===== config.mk =====
export PLATFORM = sky130hd
export DESIGN_NAME = rsi_fifo
export DESIGN_NICKNAME = d
export VERILOG_FILES = /design/src/rtl/rsi_pkg.sv /design/src/rtl/rsi_fifo.sv
export SDC_FILE = /design/constraint.sdc
export NUM_CORES = 1
export LEC_CHECK = 0
export BUFFER_PORTS_ARGS = -buffer_cell sky130_fd_sc_hd__buf_2
export CORE_ASPECT_RATIO = 0.6
export CORE_MARGIN = 4
export CORE_UTILIZATION = 50
export DETAILED_ROUTE_END_ITERATION = 10
export GPL_ROUTABILITY_DRIVEN = 0
export PLACE_DENSITY = 0.81
export SYNTH_ARGS = -nofsm -noshare
export SYNTH_HDL_FRONTEND = slang
export SYNTH_SLANG_ARGS = --single-unit

===== constraint.sdc =====
create_clock -name clk -period 9.1 [get_ports clk]
set_input_delay 0.455 -clock clk [delete_from_list [all_inputs] [get_ports clk]]
set_output_delay 0.455 -clock clk [all_outputs]
set_load 0.02 [all_outputs]

===== src/rtl/rsi_pkg.sv =====
// Shared types, constants and helpers of the ray/sphere intersection block.
`default_nettype none

package rsi_pkg;

    // Width of one limb of the wide multipliers.
    localparam int LIMB_W = 32;
    // Width of the radius register and its value after reset (1.0 in Q16.16).
    localparam int RADIUS_W = 31;
    localparam logic [RADIUS_W-1:0] RADIUS_RESET = 31'd65536;
    // Default depth of the queue between the front and back parts.
    localparam int FIFO_DEPTH_DEF = 4;
    // Root width of both lanes of the square root pipeline; radicands are twice as wide.
    localparam int SQRT_W = 96;
    // Magnitude of the chosen root, |H +/- S|.
    localparam int MAG_W = 66;
    // Fraction bits of the Q16.16 format.
    localparam int FRAC_W = 16;
    // Width of |v| * mag and of the numerator (|v| * mag shifted by the fraction).
    localparam int PROD_W = 98;
    localparam int NUM_W = PROD_W + FRAC_W;
    // Quotient bits produced by the divider; anything larger saturates.
    localparam int QUO_W = 32;
    // Saturation limits of a point magnitude.
    localparam logic [QUO_W-1:0] POS_LIM = 32'h7fff_ffff;
    localparam logic [QUO_W-1:0] NEG_LIM = 32'h8000_0000;

    // One classified ray as handed from the front part to the back part.
    typedef struct packed {
        logic [2:0][LIMB_W-1:0] vm;     // direction magnitudes
        logic [2:0]             vs;     // direction signs
        logic [63:0]            a;      // v.v
        logic [63:0]            hmag;   // |v.u|
        logic                   hneg;   // v.u < 0
        logic [63:0]            cmag;   // |u.u - r^2|
        logic                   cpos;   // u.u - r^2 > 0
        logic                   miss;   // miss already known
    } work_t;

    // Magnitude of a two's complement word.
    function automatic logic [LIMB_W-1:0] abs32(input logic [LIMB_W-1:0] x);
        return x[LIMB_W-1] ? (LIMB_W'(0) - x) : x;
    endfunction

endpackage

`default_nettype wire


===== src/rtl/rsi_fifo.sv =====
// Short queue of classified rays between the front and back parts.
`default_nettype none

module rsi_fifo #(
    parameter int DEPTH = rsi_pkg::FIFO_DEPTH_DEF
) (
    input  logic           clk,
    input  logic           rst_n,
    input  logic           push,
    input  rsi_pkg::work_t push_item,
    output logic           full,
    input  logic           pop,
    output logic           not_empty,
    output rsi_pkg::work_t head
);

    localparam int AW = (DEPTH > 1) ? $clog2(DEPTH) : 1;
    localparam int CW = $clog2(DEPTH + 1);

    rsi_pkg::work_t mem_reg [DEPTH];
    logic [AW-1:0]  wr_ptr_reg, wr_ptr_next;
    logic [AW-1:0]  rd_ptr_reg, rd_ptr_next;
    logic [CW-1:0]  cnt_reg, cnt_next;

    assign full      = (cnt_reg == CW'(DEPTH));
    assign not_empty = (cnt_reg != '0);
    assign head      = mem_reg[rd_ptr_reg];

    // Pointer and fill count update.
    always_comb
    begin
        wr_ptr_next = wr_ptr_reg;
        rd_ptr_next = rd_ptr_reg;
        if (push)
        begin
            wr_ptr_next = (wr_ptr_reg == AW'(DEPTH - 1)) ? '0 : wr_ptr_reg + 1'b1;
        end
        if (pop)
        begin
            rd_ptr_next = (rd_ptr_reg == AW'(DEPTH - 1)) ? '0 : rd_ptr_reg + 1'b1;
        end
        unique case ({push, pop})
            2'b10:   cnt_next = cnt_reg + 1'b1;
            2'b01:   cnt_next = cnt_reg - 1'b1;
            default: cnt_next = cnt_reg;
        endcase
    end

    always_ff @(posedge clk or negedge rst_n)
    begin
        if (!rst_n)
        begin
            wr_ptr_reg <= '0;
            rd_ptr_reg <= '0;
            cnt_reg    <= '0;
        end
        else
        begin
            wr_ptr_reg <= wr_ptr_next;
            rd_ptr_reg <= rd_ptr_next;
            cnt_reg    <= cnt_next;
        end
    end

    // Storage of the queued words.
    always_ff @(posedge clk)
    begin
        if (push)
        begin
            mem_reg[wr_ptr_reg] <= push_item;
        end
    end

`ifndef NO_ASSERTIONS
    a_no_overflow: assert property (@(posedge clk) disable iff (!rst_n)
        push |-> (!full || pop))
        else $error("queue written while full");
    a_no_underflow: assert property (@(posedge clk) disable iff (!rst_n)
        pop |-> not_empty)
        else $error("queue read while empty");
`endif

endmodule

`default_nettype wire


==> results.cfg <==
[routing]
avgRoutedWirePerCell_um = 26.7
dr.pass1.iters = 5
drc = 0
ant_nets = 0
vias_per_cell = 5.65
drt_iter0_markers = 2216
drt-total-wl_um = 100000
vias = 21200

[sta]
fmax_ghz = 0.228
fin_skew_ps = 23.3
rsz0062_at_grt = false
worst_pin_slew_ps = 1120
hold_viol_final = 0
setup_ws_ps = 4710
layout_min_cycle_time_ps = 4390
fin_tns_setup_ps = 0
finalMaxSlewViolations = 0
slew_headroom_pct = 25.2
setup_violations = 0
period_share_pct = 48.3

[power_and_ir_drop]
seqPwrFrac_pct = 43.0
p_comb_share_pct = 31.4
p_sw_share_pct = 32.7
p_switching_uw = 5530
power_density_mw_per_mm2 = 318
clkPwrFrac_pct = 25.5
power.leakage_uw = 0.0182
vdd_drop_max_mv = 0.232
internal_power_uw = 11400

[critical_path]
endpoint = head[126]
r2r-end = mem_reg[2][180]$_DFFE_PP_
reg2reg_depth = 5
setup.worst_path.class = register to output port
critPathArrivalTime_ps = 3940
worstPathRequired_ps = 8650
timing.rr.start = wr_ptr_reg[0]$_DFFE_PN0P_
endpoint_kind = output port
crit_start = rd_ptr_reg[0]$_DFFE_PN0P_
path_max_fanout = 48
r2r_setup_slack_ps = 5660
startpoint_type = register

[global_route]
track_usage_pct = 22.1
antenna_found_initial = 9
grt_pass1_wl_um = 149000
grt-ovfl-total = 0
grt_max_degree = 135
first_global_vias = 22800

[cts]
tritoncts = built
clkSlewWorstSetupHoldPaths_ps = 70
htreeDepth = 3
clock_sinks = 1183
numCtsBuffers = 100
clk_latency_ps = 670
root_buffer = clkbuf_16
cts.repair.resized = 0
ctsLongestPathBuffers = 3

[floorplanning]
io_pins = 594
start_util_pct = 50.9
dieArea_mm2 = 0.0906
die_w_um = 386
dieHeight_um = 235
num_rows = 82
core-area_mm2 = 0.0842

[outcome]
status = complete, no violations

[layout]
layout_commonest_cell = edfxtp_1
largest_reg_flops = 1176
final_cell_mix = edfxtp_1 (1176), buf_2 (593), dlygate4sd3_1 (295)
layout-drive-gt1-share_pct = 41.1
final_nets = 2824
utilization_pct = 63.2
fin_cells = 3743
synthToLayoutAreaGrowth_pct = 24.3

[synth]
syn_nets = 1880
ys_seq_elements = 1183
netlist_area_mm2 = 0.0428
syn_inst = 1575
ys_seq_area_share_pct = 82.8
syn_avg_cell_area_um2 = 27.2
yosysTopAreaCell = edfxtp_1
synthDistinctLibCells = 18
synth_warnings = 0
yosys-top-cells-area = edfxtp_1 (82%), mux4_2 (15%), buf_6 (0.74%), dfrtp_1 (0.41%), buf_2 (0.37%)
synth_top_area_share_pct = 82.4

[run]
maxCapViolations = 0

[placement]
dp_cells = 3256
io_buffer_count = 593
dp_slack_ps = 5290
hpwlAfterDp_um = 54000

[min_path]
hold_class = primary input to register
hold_start = pop
[synth_stat cells, drive strengths merged]
| library cell | count |
|---|---|
| mux4 | 294 |
| mux2 | 2 |
| or3 | 2 |
| edfxtp | 1176 |
| buf | 60 |
| o21ai | 3 |
| nor2 | 2 |
| xor2 | 2 |
| nand2 | 2 |
| inv | 6 |
| dfrtp | 7 |
| and3 | 1 |
| clkbuf | 6 |
| ha | 6 |
| xnor2 | 1 |
| and2 | 4 |
| fa | 1 |
[per-stage QoR]
stage          hold slack, ps  power (µW)  area, µm²
2_1_floorplan             159       11200      42800
3_3_place_gp              294       12400      47000
3_5_place_dp              302       12500      47000
4_1_cts                  13.7       17000      53200
5_1_grt                  38.9       17600      53200
6_report                 80.3       16900      53300
[what timing repair did]
action,4_1_cts,5_1_grt
endpoints found under the hold margin,1178,0
hold buffers,295,0
setup buffers,0,0
[critical path, stage by stage (launching register included)]
cell	delay, ps
dfrtp_4	700
buf_4	800
buf_4	830
mux4_2	650
buf_2	190
[per-layer routing]
layer  part of all wire, %  vias to the layer above  global-route usage [%]
met5                 0.011                        -                       0
met4                   2.9                        2                    6.81
met3                   8.8                      172                    5.38
met2                    52                     1189                    37.7
met1                    36                    11100                    28.3
li1                      -                     8746                       -
[power groups by stage]
stage                     registers (µW)  logic (µW)  clock network (µW)
after floorplan                     7490        3680                   0
after global routing                7340        5600                4640
after CTS                           7260        5340                4350
after global placement              7290        5130                   0
after detailed placement            7360        5180                   0
final                               7280        5320                4320
[worst min path at each step]
stage / end / slack, ps / cells past startpoint
final: rd_ptr_reg[0]$_DFFE_PN0P_ / 80 / 2
after global routing: rd_ptr_reg[0]$_DFFE_PN0P_ / 40 / 2
after CTS: wr_ptr_reg[1]$_DFFE_PN0P_ / 10 / 2
after detailed placement: wr_ptr_reg[0]$_DFFE_PN0P_ / 300 / 1
after global placement: wr_ptr_reg[0]$_DFFE_PN0P_ / 290 / 1
after floorplan: cnt_reg[0]$_DFFE_PN0P_ / 160 / 0
[cells by family after synthesis]
| logic type | count (synthesis) | share of synthesized area [%] |
|---|---|---|
| AO/OA/AOI/OAI | 3 | 0.0350 |
| AND/OR/NAND/NOR | 11 | 0.137 |
| XOR/XNOR | 3 | 0.0613 |
| flip-flops | 1183 | 82.8 |
| buffers and inverters | 72 | 1.21 |
| multiplexers | 296 | 15.5 |
| adder cells (fa/ha/maj) | 7 | 0.222 |
[area by class of cell]
class                           instances  area, µm²
Inverter                                6       22.5
Timing Repair Buffer                  908       6150
Sequential cell                      1183      35500
Clock buffer                          115       2590
Antenna cell                            9       22.5
Multi-Input combinational cell        320       6850
Fill cell                            5252      31000
Clock inverter                         68        707
Tap cell                             1134       1420
Power figures use the tool's default switching activity.
